===== src/hw/rtl/assert_macros.svh =====
// Assertion macros shared by the RTL files.
// Included by the top level; the checks drop out when SYNTHESIS is defined.
`ifndef ASSERT_MACROS_SVH
`define ASSERT_MACROS_SVH
`ifndef SYNTHESIS
`define ASSERT_CLK(lbl, clk, rst_n, prop, msg) \
  lbl: assert property (@(posedge clk) disable iff (!rst_n) prop) else $error(msg);
`define ASSERT_ALWAYS(lbl, clk, prop, msg) \
  lbl: assert property (@(posedge clk) prop) else $error(msg);
`else
`define ASSERT_CLK(lbl, clk, rst_n, prop, msg)
`define ASSERT_ALWAYS(lbl, clk, prop, msg)
`endif
`endif


===== src/hw/rtl/qkbd_pkg.sv =====
// Types, codes and widths for the quadrature knob and button decoder.
// No dependencies; imported by qkbd_core and the top level.
package qkbd_pkg;

  localparam int unsigned TimeBits = 32;
  localparam int unsigned LimBits  = 16;
  localparam int unsigned IdxBits  = 3;

  typedef enum logic [2:0] {
    WalkIdle = 3'd0,
    WalkCw1  = 3'd1,
    WalkCw2  = 3'd2,
    WalkCw3  = 3'd3,
    WalkAcw1 = 3'd4,
    WalkAcw2 = 3'd5,
    WalkAcw3 = 3'd6
  } qkbd_walk_e;

  typedef enum logic [3:0] {
    EvNone    = 4'd0,
    EvDown    = 4'd1,
    EvUp      = 4'd2,
    EvDouble  = 4'd3,
    EvHold    = 4'd4,
    EvCwSlow  = 4'd5,
    EvCwMed   = 4'd6,
    EvCwFast  = 4'd7,
    EvAcwSlow = 4'd8,
    EvAcwMed  = 4'd9,
    EvAcwFast = 4'd10
  } qkbd_event_e;

  typedef enum logic [IdxBits-1:0] {
    RegEnable   = 3'd0,
    RegDebounce = 3'd1,
    RegHold     = 3'd2,
    RegDouble   = 3'd3,
    RegMedium   = 3'd4,
    RegFast     = 3'd5
  } qkbd_reg_e;

  typedef struct packed {
    logic [1:0]         enable_mode;
    logic [LimBits-1:0] debounce_ms;
    logic [LimBits-1:0] hold_ms;
    logic [LimBits-1:0] double_click_ms;
    logic [LimBits-1:0] medium_speed_ms;
    logic [LimBits-1:0] fast_speed_ms;
  } qkbd_cfg_t;

  typedef struct packed {
    logic                pin_a;
    logic                pin_b;
    logic                pin_btn;
    logic [TimeBits-1:0] now_ms;
  } qkbd_poll_t;

endpackage


===== src/hw/rtl/qkbd_core.sv =====
// Per-poll decode: button debounce/click/hold timers and the quadrature walker.
// Depends on qkbd_pkg; holds all decoder state and updates it when step_i is high.
module qkbd_core (
  input  logic               clk_i,
  input  logic               rst_ni,
  input  logic               step_i,
  input  qkbd_pkg::qkbd_poll_t poll_i,
  input  qkbd_pkg::qkbd_cfg_t  cfg_i,
  output logic [3:0]         event_o
);
  import qkbd_pkg::*;

  logic                last_a_q, last_a_d, last_b_q, last_b_d, last_btn_q, last_btn_d;
  qkbd_walk_e          walk_q, walk_d;
  logic [TimeBits-1:0] deb_start_q, deb_start_d, hold_start_q, hold_start_d;
  logic [TimeBits-1:0] dc_start_q, dc_start_d, det_start_q, det_start_d;

  logic [TimeBits-1:0] deb_el, hold_el, dc_el, det_el;
  logic                deb_exp, hold_exp, dc_exp;
  logic                btn_en, enc_en, edge_ok, hold_ev;
  logic                a, b, lo, hi, ab, ba, moved, detent;
  logic [3:0]          ev, det_base;
  logic [1:0]          speed;

  assign a       = poll_i.pin_a;
  assign b       = poll_i.pin_b;
  assign lo      = !a && !b;
  assign hi      = a && b;
  assign ab      = a && !b;
  assign ba      = !a && b;
  assign btn_en  = cfg_i.enable_mode[0];
  assign enc_en  = cfg_i.enable_mode[1];

  assign deb_el  = poll_i.now_ms - deb_start_q;
  assign hold_el = poll_i.now_ms - hold_start_q;
  assign dc_el   = poll_i.now_ms - dc_start_q;
  assign det_el  = poll_i.now_ms - det_start_q;

  assign deb_exp  = deb_el  >= TimeBits'(cfg_i.debounce_ms);
  assign hold_exp = hold_el >= TimeBits'(cfg_i.hold_ms);
  assign dc_exp   = dc_el   >= TimeBits'(cfg_i.double_click_ms);

  assign edge_ok = btn_en && (poll_i.pin_btn != last_btn_q) && deb_exp;
  assign hold_ev = btn_en && !edge_ok && !poll_i.pin_btn && hold_exp;
  assign moved   = (a != last_a_q) || (b != last_b_q);

  always_comb begin
    if (det_el < TimeBits'(cfg_i.fast_speed_ms)) begin
      speed = 2'd2;
    end else if (det_el < TimeBits'(cfg_i.medium_speed_ms)) begin
      speed = 2'd1;
    end else begin
      speed = 2'd0;
    end
  end

  always_comb begin
    last_a_d    = last_a_q;
    last_b_d    = last_b_q;
    last_btn_d  = last_btn_q;
    walk_d      = walk_q;
    deb_start_d = deb_start_q;
    hold_start_d = hold_start_q;
    dc_start_d  = dc_start_q;
    det_start_d = det_start_q;
    ev          = EvNone;
    detent      = 1'b0;
    det_base    = EvCwSlow;

    if (btn_en) begin
      last_btn_d = poll_i.pin_btn;
    end

    if (edge_ok) begin
      deb_start_d = poll_i.now_ms;
      if (poll_i.pin_btn) begin
        if (dc_exp) begin
          dc_start_d = poll_i.now_ms;
          ev         = EvUp;
        end else begin
          ev = EvDouble;
        end
      end else begin
        hold_start_d = poll_i.now_ms;
        ev           = EvDown;
      end
    end else if (hold_ev) begin
      hold_start_d = poll_i.now_ms;
      ev           = EvHold;
    end else if (enc_en) begin
      last_a_d = a;
      last_b_d = b;
      if (moved) begin
        unique case (walk_q)
          WalkCw1:  walk_d = lo ? WalkCw2 : WalkIdle;
          WalkCw2:  walk_d = ba ? WalkCw3 : (ab ? WalkCw1 : WalkIdle);
          WalkCw3: begin
            detent   = hi;
            det_base = EvCwSlow;
            walk_d   = lo ? WalkCw2 : WalkIdle;
          end
          WalkAcw1: walk_d = lo ? WalkAcw2 : WalkIdle;
          WalkAcw2: walk_d = ab ? WalkAcw3 : (ba ? WalkAcw1 : WalkIdle);
          WalkAcw3: begin
            detent   = hi;
            det_base = EvAcwSlow;
            walk_d   = lo ? WalkAcw2 : WalkIdle;
          end
          default:  walk_d = ba ? WalkAcw1 : (ab ? WalkCw1 : WalkIdle);
        endcase
        if (detent) begin
          det_start_d = poll_i.now_ms;
          ev          = qkbd_event_e'(det_base + {2'b00, speed});
        end
      end
    end
  end

  assign event_o = ev;

  always_ff @(posedge clk_i or negedge rst_ni) begin
    if (!rst_ni) begin
      last_a_q     <= 1'b0;
      last_b_q     <= 1'b0;
      last_btn_q   <= 1'b0;
      walk_q       <= WalkIdle;
      deb_start_q  <= '0;
      hold_start_q <= '0;
      dc_start_q   <= '0;
      det_start_q  <= '0;
    end else if (step_i) begin
      last_a_q     <= last_a_d;
      last_b_q     <= last_b_d;
      last_btn_q   <= last_btn_d;
      walk_q       <= walk_d;
      deb_start_q  <= deb_start_d;
      hold_start_q <= hold_start_d;
      dc_start_q   <= dc_start_d;
      det_start_q  <= det_start_d;
    end
  end

endmodule


===== src/hw/rtl/quadrature_knob_and_button_decoder.sv =====
// Quadrature knob and push-button decoder. One result beat (event_code) per
// input beat, with 0 meaning no event. An accepted beat is held in an input
// register; once the output register is free or being read, the decode logic
// updates the timers and walker and the event is loaded into the output
// register. A beat is accepted every cycle while the output side keeps taking beats.
// Depends on qkbd_pkg, qkbd_core and assert_macros.svh.
`include "assert_macros.svh"
module quadrature_knob_and_button_decoder (
  input  logic        clk_i,
  input  logic        rst_ni,
  input  logic        cfg_we_i,
  input  logic [qkbd_pkg::IdxBits-1:0] cfg_idx_i,
  input  logic [qkbd_pkg::LimBits-1:0] cfg_data_i,
  input  logic        s_tvalid,
  output logic        s_tready,
  input  logic [39:0] s_tdata,   // pin_a, pin_b, pin_btn, now_ms[31:0], pad
  output logic        m_tvalid,
  input  logic        m_tready,
  output logic [7:0]  m_tdata    // event_code[3:0], pad
);
  import qkbd_pkg::*;

  qkbd_cfg_t  cfg_q;
  qkbd_poll_t poll_q;
  logic       in_valid_q, out_valid_q, out_free, advance;
  logic [3:0] out_code_q, core_ev;

  assign out_free = !out_valid_q || m_tready;
  assign advance  = in_valid_q && out_free;
  assign s_tready = !in_valid_q || out_free;

  always_ff @(posedge clk_i or negedge rst_ni) begin
    if (!rst_ni) begin
      cfg_q.enable_mode     <= 2'd3;
      cfg_q.debounce_ms     <= LimBits'(50);
      cfg_q.hold_ms         <= LimBits'(1000);
      cfg_q.double_click_ms <= LimBits'(300);
      cfg_q.medium_speed_ms <= LimBits'(200);
      cfg_q.fast_speed_ms   <= LimBits'(50);
    end else if (cfg_we_i) begin
      case (cfg_idx_i)
        RegEnable:   cfg_q.enable_mode     <= cfg_data_i[1:0];
        RegDebounce: cfg_q.debounce_ms     <= cfg_data_i;
        RegHold:     cfg_q.hold_ms         <= cfg_data_i;
        RegDouble:   cfg_q.double_click_ms <= cfg_data_i;
        RegMedium:   cfg_q.medium_speed_ms <= cfg_data_i;
        RegFast:     cfg_q.fast_speed_ms   <= cfg_data_i;
        default: ;
      endcase
    end
  end

  always_ff @(posedge clk_i or negedge rst_ni) begin
    if (!rst_ni) begin
      in_valid_q  <= 1'b0;
      out_valid_q <= 1'b0;
    end else begin
      if (s_tready) begin
        in_valid_q <= s_tvalid;
      end
      if (out_free) begin
        out_valid_q <= in_valid_q;
      end
    end
  end

  always_ff @(posedge clk_i) begin
    if (s_tvalid && s_tready) begin
      poll_q.pin_a   <= s_tdata[0];
      poll_q.pin_b   <= s_tdata[1];
      poll_q.pin_btn <= s_tdata[2];
      poll_q.now_ms  <= s_tdata[34:3];
    end
    if (advance) begin
      out_code_q <= core_ev;
    end
  end

  qkbd_core u_core (
    .clk_i   (clk_i),
    .rst_ni  (rst_ni),
    .step_i  (advance),
    .poll_i  (poll_q),
    .cfg_i   (cfg_q),
    .event_o (core_ev)
  );

  assign m_tvalid = out_valid_q;
  assign m_tdata  = {4'b0000, out_code_q};

  `ASSERT_CLK(a_adv_fills_out, clk_i, rst_ni, advance |=> m_tvalid, "beat lost in output stage")
  `ASSERT_CLK(a_stall_cause, clk_i, rst_ni,
              !s_tready |-> (in_valid_q && m_tvalid && !m_tready), "input stalled without cause")
  `ASSERT_CLK(a_code_range, clk_i, rst_ni,
              m_tvalid |-> (m_tdata[3:0] <= EvAcwFast), "event code out of range")

endmodule

===== config.mk =====
export PLATFORM = sky130hd
export DESIGN_NAME = quadrature_knob_and_button_decoder
export DESIGN_NICKNAME = d
export VERILOG_FILES = /design/src/hw/rtl/qkbd_pkg.sv /design/src/hw/rtl/qkbd_core.sv /design/src/hw/rtl/quadrature_knob_and_button_decoder.sv
export VERILOG_INCLUDE_DIRS = /design/src /design/src/hw/rtl
export SDC_FILE = /design/constraint.sdc
export NUM_CORES = 1
export LEC_CHECK = 0
export BUFFER_PORTS_ARGS = -buffer_cell sky130_fd_sc_hd__buf_2
export CORE_MARGIN = 3
export CORE_UTILIZATION = 25
export DETAILED_ROUTE_END_ITERATION = 10
export HOLD_SLACK_MARGIN = 0.02
export SYNTH_ARGS = -nofsm -noshare
export SYNTH_HDL_FRONTEND = slang
export SYNTH_SLANG_ARGS = --single-unit
export TNS_END_PERCENT = 1

===== constraint.sdc =====
create_clock -name clk_i -period 5.6 [get_ports clk_i]
set_input_delay 0.28 -clock clk_i [delete_from_list [all_inputs] [get_ports clk_i]]
set_output_delay 0.28 -clock clk_i [all_outputs]
set_load 0.005 [all_outputs]

==> flow_summary.toml, run 1 <==
[outcome]
status = "finished clean"

[grt]
use_met1 = 0.168
use_met2 = 0.199
gr-total-overflow = 0
grt_first_pass_wirelength_um = 81300
gr-usage-met3 = 0.0192
antenna_found_initial = 0
track_usage = 0.123
top_usage_layer = "met2"
grt_max_degree = 144
grt_pass1_vias = 15300

[worst_hold_path]
hold_path.class = "input pin to flip-flop"

[power]
p_comb_frac = 0.550
clockPowerShare = 0.198
power_density_nw_per_um2 = 465
power_frac_seq = 0.252
p_int_w = 0.00635
leakagePower_nw = 10.3
switching_power_w = 0.00441
ir_drop_v = 0.000232
switching_share = 0.410

[final_layout]
finalNonFillerCells = 3296
area_delta_synth_final_pct = 18.3
postLayoutCoreUtil = 0.302
design_area_um2 = 23100
final_nets = 2518
drive_above_1_share = 0.191
diodes = 0

[place]
place_area_um2 = 21300
dp.cells = 3182
dpl.hpwl_um = 40200
gp_congestion = 0.862
portBuffers = 64

[routing]
routed_via_density = 4.76
drt-total-wl_um = 51900
wl_per_cell_um = 15.7
final_antenna_net_count = 0
first_iter_violations = 1080
drc = 0
vias = 15700
first_pass_iters = 6

[synth]
synth-seq-cells = 257
yosysTopAreaCell = "dfrtp_1"
synth_edf_count = 39
netlist_top_cells_area = "dfrtp_1 25%, ha_1 13%, mux2_2 8.1%"
ys_seq_area_frac = 0.340
synth_top_area_frac = 0.252
ys_async_sr_fraction = 0.848
synth.distinct_cells = 87
yosysWarnings = 0
synthFlopType = "dfrtp_1"
synth_area_per_cell_um2 = 9.31
syn_inst = 2099
syn_area_um2 = 19500

[clock_network]
cts_buffers = 34
cts_sinks = 257
clk_latency_ns = 0.54
clkTransAtPathRegs_ns = 0.06
cts_tree = "done"
cts_buffer_depth = 3
cts_root_buf = "clkbuf_16"
htree_levels = 2

[die]
die_h_um = 286
initial_utilization = 0.255
dieArea_um2 = 81600
rows = 101
fp.dieW_um = 286
ioPinCount = 74
design.core.area_um2 = 76700

[worst_setup_path]
worst-setup-path-type = "flip-flop to flip-flop"
cp-start-kind = "flip-flop"
worstPathMaxFanout = 8
critPathRequiredTime_ns = 6.01
crit_arrival_ns = 5.77
crit_path_end_kind = "flip-flop"

[timing]
drv_slew = 0
finalSetupViolations = 0
period_minus_slack_ns = 5.36
hold_violations = 0
skew_ns = 0.0222
fmax_mhz = 187
worstMarginPinSlew_ns = 1.18
maxSlewHeadroom = 0.215
post-route-period-util = 0.957

[run]
max-cap-violations = 0
## layout make-up
cell class	count	area, um2
Fill cell	8090	53600
Multi-Input combinational cell	1543	11900
Sequential cell	257	6650
Timing Repair Buffer	170	1360
Tap cell	1030	1290
Clock buffer	44	971
Inverter	236	886
Clock inverter	16	114
## worst max-delay path: stages, from the launching register on
cell       delay (ns)
edfxtp_1         0.42
buf_4            0.18
buf_4            0.14
ha_1             0.37
nand3_1          0.12
nor2_1           0.13
a21bo_2          0.26
a21o_1           0.21
and2_1           0.20
xnor2_1          0.14
ha_1             0.30
a21oi_1          0.15
nor2b_1          0.05
o21ai_0          0.24
o311ai_0         0.20
nor4_1           0.22
o2111ai_1        0.20
nor4_2           0.20
o2111ai_1        0.15
buf_4            0.20
and3_1           0.22
nand4bb_4        0.37
clkbuf_16        0.27
mux2_4           0.29
## routing by layer
| metal | share of wire | up-vias |
|---|---|---|
| li1 | - | 7845 |
| met5 | 0 | - |
| met4 | 0.031 | 0 |
| met3 | 0.044 | 100 |
| met2 | 0.45 | 305 |
| met1 | 0.47 | 7451 |
## placed cells by master, fill, tap and decap left out, drive strengths merged, types with 47 or more instances in the layout
| cell | instances |
|---|---|
| o21ai | 133 |
| a21oi | 170 |
| dfrtp | 197 |
| buf | 126 |
| a21o | 53 |
| xnor2 | 53 |
| nor2 | 83 |
| nand2 | 181 |
| clkbuf | 47 |
| ha | 208 |
| inv | 237 |
| mux2 | 170 |
## repair_timing
item,4_1_cts,5_1_grt
hold endpoints to repair,109,0
resized for setup,0,33
hold buffers,41,0
setup endpoints to repair,0,135
buffers inserted,0,8
## per-stage QoR
stage               power [W]  hold WS (ns)  worst slack, ns  setup TNS (ns)
floorplan             0.00707       -0.0156            0.401               0
CTS                    0.0107        0.0212           0.0117               0
detailed placement    0.00847         0.308           0.0659               0
finish                 0.0108        0.0590            0.239               0
global route           0.0117        0.0464          -0.0329          -0.495
global placement      0.00839         0.306           0.0770               0
## flip-flops by register name, summed over array words and instances, names as in the netlist
name	cells
cfg_q	82
poll_q	35
u_core.dc_start_q	32
u_core.deb_start_q	32
u_core.det_start_q	32
u_core.hold_start_q	32
out_code_q	4
u_core.walk_q	3
in_valid_q	1
m_tvalid	1
u_core.last_a_q	1
u_core.last_b_q	1
u_core.last_btn_q	1
## final timing paths
path / depth (start not counted) / from / end / slack, ns
min in group asynchronous: 2 / rst_ni / cfg_q[24] / 0.33
setup / recovery: 23 / poll_q[6] / u_core.det_start_q[19] / 0.24
hold reg to reg: 1 / in_valid_q / m_tvalid / 0.48
max in group asynchronous: 3 / rst_ni / u_core.dc_start_q[27] / 4.03
setup reg to reg: 23 / poll_q[6] / u_core.det_start_q[19] / 0.24
hold / removal: 3 / cfg_data_i[2] / cfg_q[18] / 0.06
## synth_stat cells, types with 7 or more instances
cell type    n
o21bai_1    15
xor2_1      35
a211oi_1     9
nand3_1     41
a21oi_1    169
o21a_1      38
o22ai_1      8
ha_1       208
and3_1      18
inv_1      236
or2_2        7
nand4_1     37
dfrtp_1    197
clkbuf_1    42
or4_1        8
and4_1       9
a221oi_1     7
and2_1      10
mux2i_1     10
dfstp_2     21
nor2_1      83
edfxtp_1    39
a21o_1      53
mux2_2     141
nor3_1      30
a31oi_1     13
nor2b_1     12
o211ai_1    12
nand2b_1    22
o21ai_0    133
or3_1        8
o2111ai_1   11
buf_2       12
mux2_4      29
nor4_1       9
nand2_1    181
xnor2_1     53
a21boi_0     7
## cells by family (layout without fill, tap and decap cells)
group,after synthesis,count (layout),share of synthesized area
AO/OA/AOI/OAI,548,548,0.179
AND/OR/NAND/NOR,511,511,0.131
buffers and inverters,302,466,0.0634
flip-flops,257,257,0.340
adder cells (fa/ha/maj),212,212,0.137
multiplexers,180,180,0.109
XOR/XNOR,88,88,0.0394
other,1,4,0.000192
## power by group through the flow
| stage | registers [W] | logic, W | clock network, W |
|---|---|---|---|
| final | 0.00272 | 0.00591 | 0.00213 |
| after global placement | 0.00273 | 0.00566 | 0 |
| after global routing | 0.00278 | 0.00667 | 0.00229 |
| after detailed placement | 0.00275 | 0.00572 | 0 |
| after CTS | 0.00272 | 0.00578 | 0.00221 |
| after floorplan | 0.00265 | 0.00442 | 0 |
Note: power is estimated with default switching activity, not from simulation.
==> run 2, diff against run 1 <==
- SYNTH_HIERARCHICAL: default -> 1
==> flow_summary.toml, run 2 <==
[outcome]
status = "finished clean"

[power]
ir_drop_v = 0.000282
p_int_w = 0.00645
total_power_w = 0.0111
clockPowerShare = 0.175
power_frac_seq = 0.251
leakagePower_nw = 10.5
switching_share = 0.417
power_density_nw_per_um2 = 479
switching_power_w = 0.00461
p_comb_frac = 0.574

[grt]
gr-usage-met3 = 0.0141
grt_first_pass_wirelength_um = 82500
antenna_found_initial = 1
grt_max_degree = 141
gr-total-overflow = 0
use_met1 = 0.165
track_usage = 0.125
use_met2 = 0.212
top_usage_layer = "met2"
grt_pass1_vias = 15000

[synth]
synth_compound_area_frac = 0.170
synthSimpleGateAreaFrac = 0.104
ys_async_sr_fraction = 0.848
yosysMostFrequentCell = "inv_1"
synthFlopType = "dfrtp_1"
syn_area_um2 = 19700
ys_top_cells_by_count = "235 x inv_1, 208 x ha_1, 197 x dfrtp_1"
synth_top_family_by_area = "compound AO/OA/AOI/OAI gates"
synth.distinct_cells = 96
yosysWarnings = 6
synth_edf_count = 39
synth_xor_area_frac = 0.0413
syn_inst = 1983
yosysTopAreaCell = "dfrtp_1"
synth_mux_area_frac = 0.146
synth_top_area_frac = 0.250
synth_area_per_cell_um2 = 9.95
synth-seq-cells = 257
netlist_top_cells_area = "dfrtp_1 25%, ha_1 13%, mux2_2 7.1%"
synth_fa_ha_area_frac = 0.136
ys_seq_area_frac = 0.337

[place]
place_area_um2 = 21600
gp_congestion = 0.870
portBuffers = 64
dpl.hpwl_um = 40200

[clock_network]
cts_root_buf = "clkbuf_16"
htree_levels = 1
cts_sinks = 257
clkTransAtPathRegs_ns = 0.06
cts_buffer_depth = 3
cts_buffers = 30
clk_latency_ns = 0.60
cts_tree = "done"

[worst_setup_path]
slowest_delay_ns = 0.48
cp_slowest_cell = "edfxtp_1"
worst-setup-path-type = "flip-flop to flip-flop"
cp_num_buf_inv = 3
crit_arrival_ns = 5.85
crit_path_end_kind = "flip-flop"
cp-start-kind = "flip-flop"
worstPathMaxFanout = 16
crit_chain = "buf_4, ha_1, nor2b_1, o31a_1, o41ai_1, o22ai_1, a221oi_2, xnor2_1, ha_1, nand4_1, nor2_1, o21ai_0, a21oi_1, buf_4, nor4_1, o211ai_1, nor4_1, nand4_1, or3b_2, buf_12, mux2_2"
critPathRequiredTime_ns = 6.08
cp_top_family = "compound AO/OA/AOI/OAI gates"

[run]
max-cap-violations = 0

[final_layout]
area_delta_synth_final_pct = 17.0
top_regs = "cfg_q x82, poll_q x35"
largest_reg_flops = 82
design_area_um2 = 23100
layout_commonest_cell = "inv_1"
postLayoutCoreUtil = 0.296
final_nets = 2406
drive_above_1_share = 0.213
largest-register = "cfg_q"
mostFrequentLayoutCells = "234 x inv_1, 207 x ha_1, 197 x dfrtp_1"

[routing]
final_antenna_net_count = 0
first_pass_iters = 6
vias = 15200
drt-total-wl_um = 52600
routed_via_density = 4.76
drc = 0
first_iter_violations = 694
wl_per_cell_um = 16.5

[die]
dieArea_um2 = 82300
rows = 102
design.core.area_um2 = 77800
ioPinCount = 74
die_h_um = 287
initial_utilization = 0.253
fp.dieW_um = 287

[timing]
maxSlewHeadroom = 0.270
post-route-period-util = 0.958
skew_ns = 0.0221
hold_violations = 0
drv_slew = 0
period_minus_slack_ns = 5.37
finalSetupViolations = 0
fmax_mhz = 186
worstMarginPinSlew_ns = 1.09

[worst_hold_path]
hold_path.class = "input pin to flip-flop"
-- run 2: cell count changes in the layout (fill, tap and decap cells not counted), sizes merged, moves of 6 or more --
cell | previous run | this run
nand2 | 181 | 125
o21a | 38 | 29
a2111oi | 6 | 13
o21bai | 16 | 8
o22ai | 8 | 2
nor2 | 83 | 73
a21oi | 170 | 155
nand2b | 22 | 15
mux2 | 170 | 214
o21ai | 133 | 93
nand3 | 41 | 26
a221o | 0 | 6
-- run 2: worst paths after layout --
check | cells past startpoint | from | slack [ns] | to
max | 21 | poll_q[1] | 0.23 | u_core/dc_start_q[0]
min | 2 | cfg_data_i[3] | 0.07 | cfg_q[51]
max reg2reg | 21 | poll_q[1] | 0.23 | u_core/dc_start_q[0]
min reg2reg | 1 | in_valid_q | 0.49 | m_tvalid
max in group asynchronous | 3 | rst_ni | 4.13 | u_core/det_start_q[29]
min in group asynchronous | 2 | rst_ni | 0.24 | cfg_q[64]
-- run 2: what timing repair did --
action,CTS,global route
buffers inserted,0,1
hold endpoints to repair,129,0
resized for setup,0,23
endpoints found under the setup margin,0,137
hold buffers,43,0
-- run 2: routing by layer --
layer  routed length [um]  vias to the layer above
met4                 1480                        0
met5                    0                        -
met1                24500                     7400
li1                     -                     7465
met2                24600                      261
met3                 2020                       79
-- run 2: metrics by stage --
step / hold slack [ns] / worst slack, ns / TNS (ns) / cells
after floorplan: -0.0156 / 0.679 / 0 / 1986
after global placement: 0.319 / 0.168 / 0 / 3093
after detailed placement: 0.321 / 0.0674 / 0 / 3093
after CTS: 0.0248 / 0.0229 / 0 / 3192
after global routing: 0.0362 / -0.0114 / -0.0456 / 3194
final: 0.0655 / 0.234 / 0 / 3195
-- run 2: kinds of logic (layout without fill, tap and decap cells) --
group | Yosys count | count (layout)
AO/OA/AOI/OAI | 497 | 497
XOR/XNOR | 93 | 93
adder cells (fa/ha/maj) | 212 | 212
buffers and inverters | 294 | 462
flip-flops | 257 | 257
multiplexers | 229 | 229
other | 1 | 5
AND/OR/NAND/NOR | 400 | 400
-- run 2: worst reg2reg max path: cells and delay by family, from the launching register on --
family          cells  cell delay (ns)
fa+ha+maj           2             0.54
xor+xnor            1             0.17
flops               1             0.48
mux                 1             0.36
buf+inv             3             0.59
simple gates        7             1.55
compound gates      7             1.57
-- run 2: power groups by stage --
stage                     sequential (W)  clock (W)  combinational (W)
after CTS                        0.00278    0.00201            0.00625
after detailed placement         0.00281          0            0.00618
after floorplan                  0.00269          0            0.00470
final                            0.00278    0.00193            0.00634
after global routing             0.00285    0.00208            0.00713
after global placement           0.00279          0            0.00614
-- run 2: final cells by class --
| type | count | area, um2 |
|---|---|---|
| Fill cell | 8226 | 54800 |
| Antenna cell | 1 | 2.50 |
| Inverter | 235 | 882 |
| Sequential cell | 257 | 6650 |
| Timing Repair Buffer | 171 | 1360 |
| Tap cell | 1040 | 1300 |
| Clock buffer | 45 | 847 |
| Multi-Input combinational cell | 1435 | 11900 |
| Clock inverter | 11 | 115 |
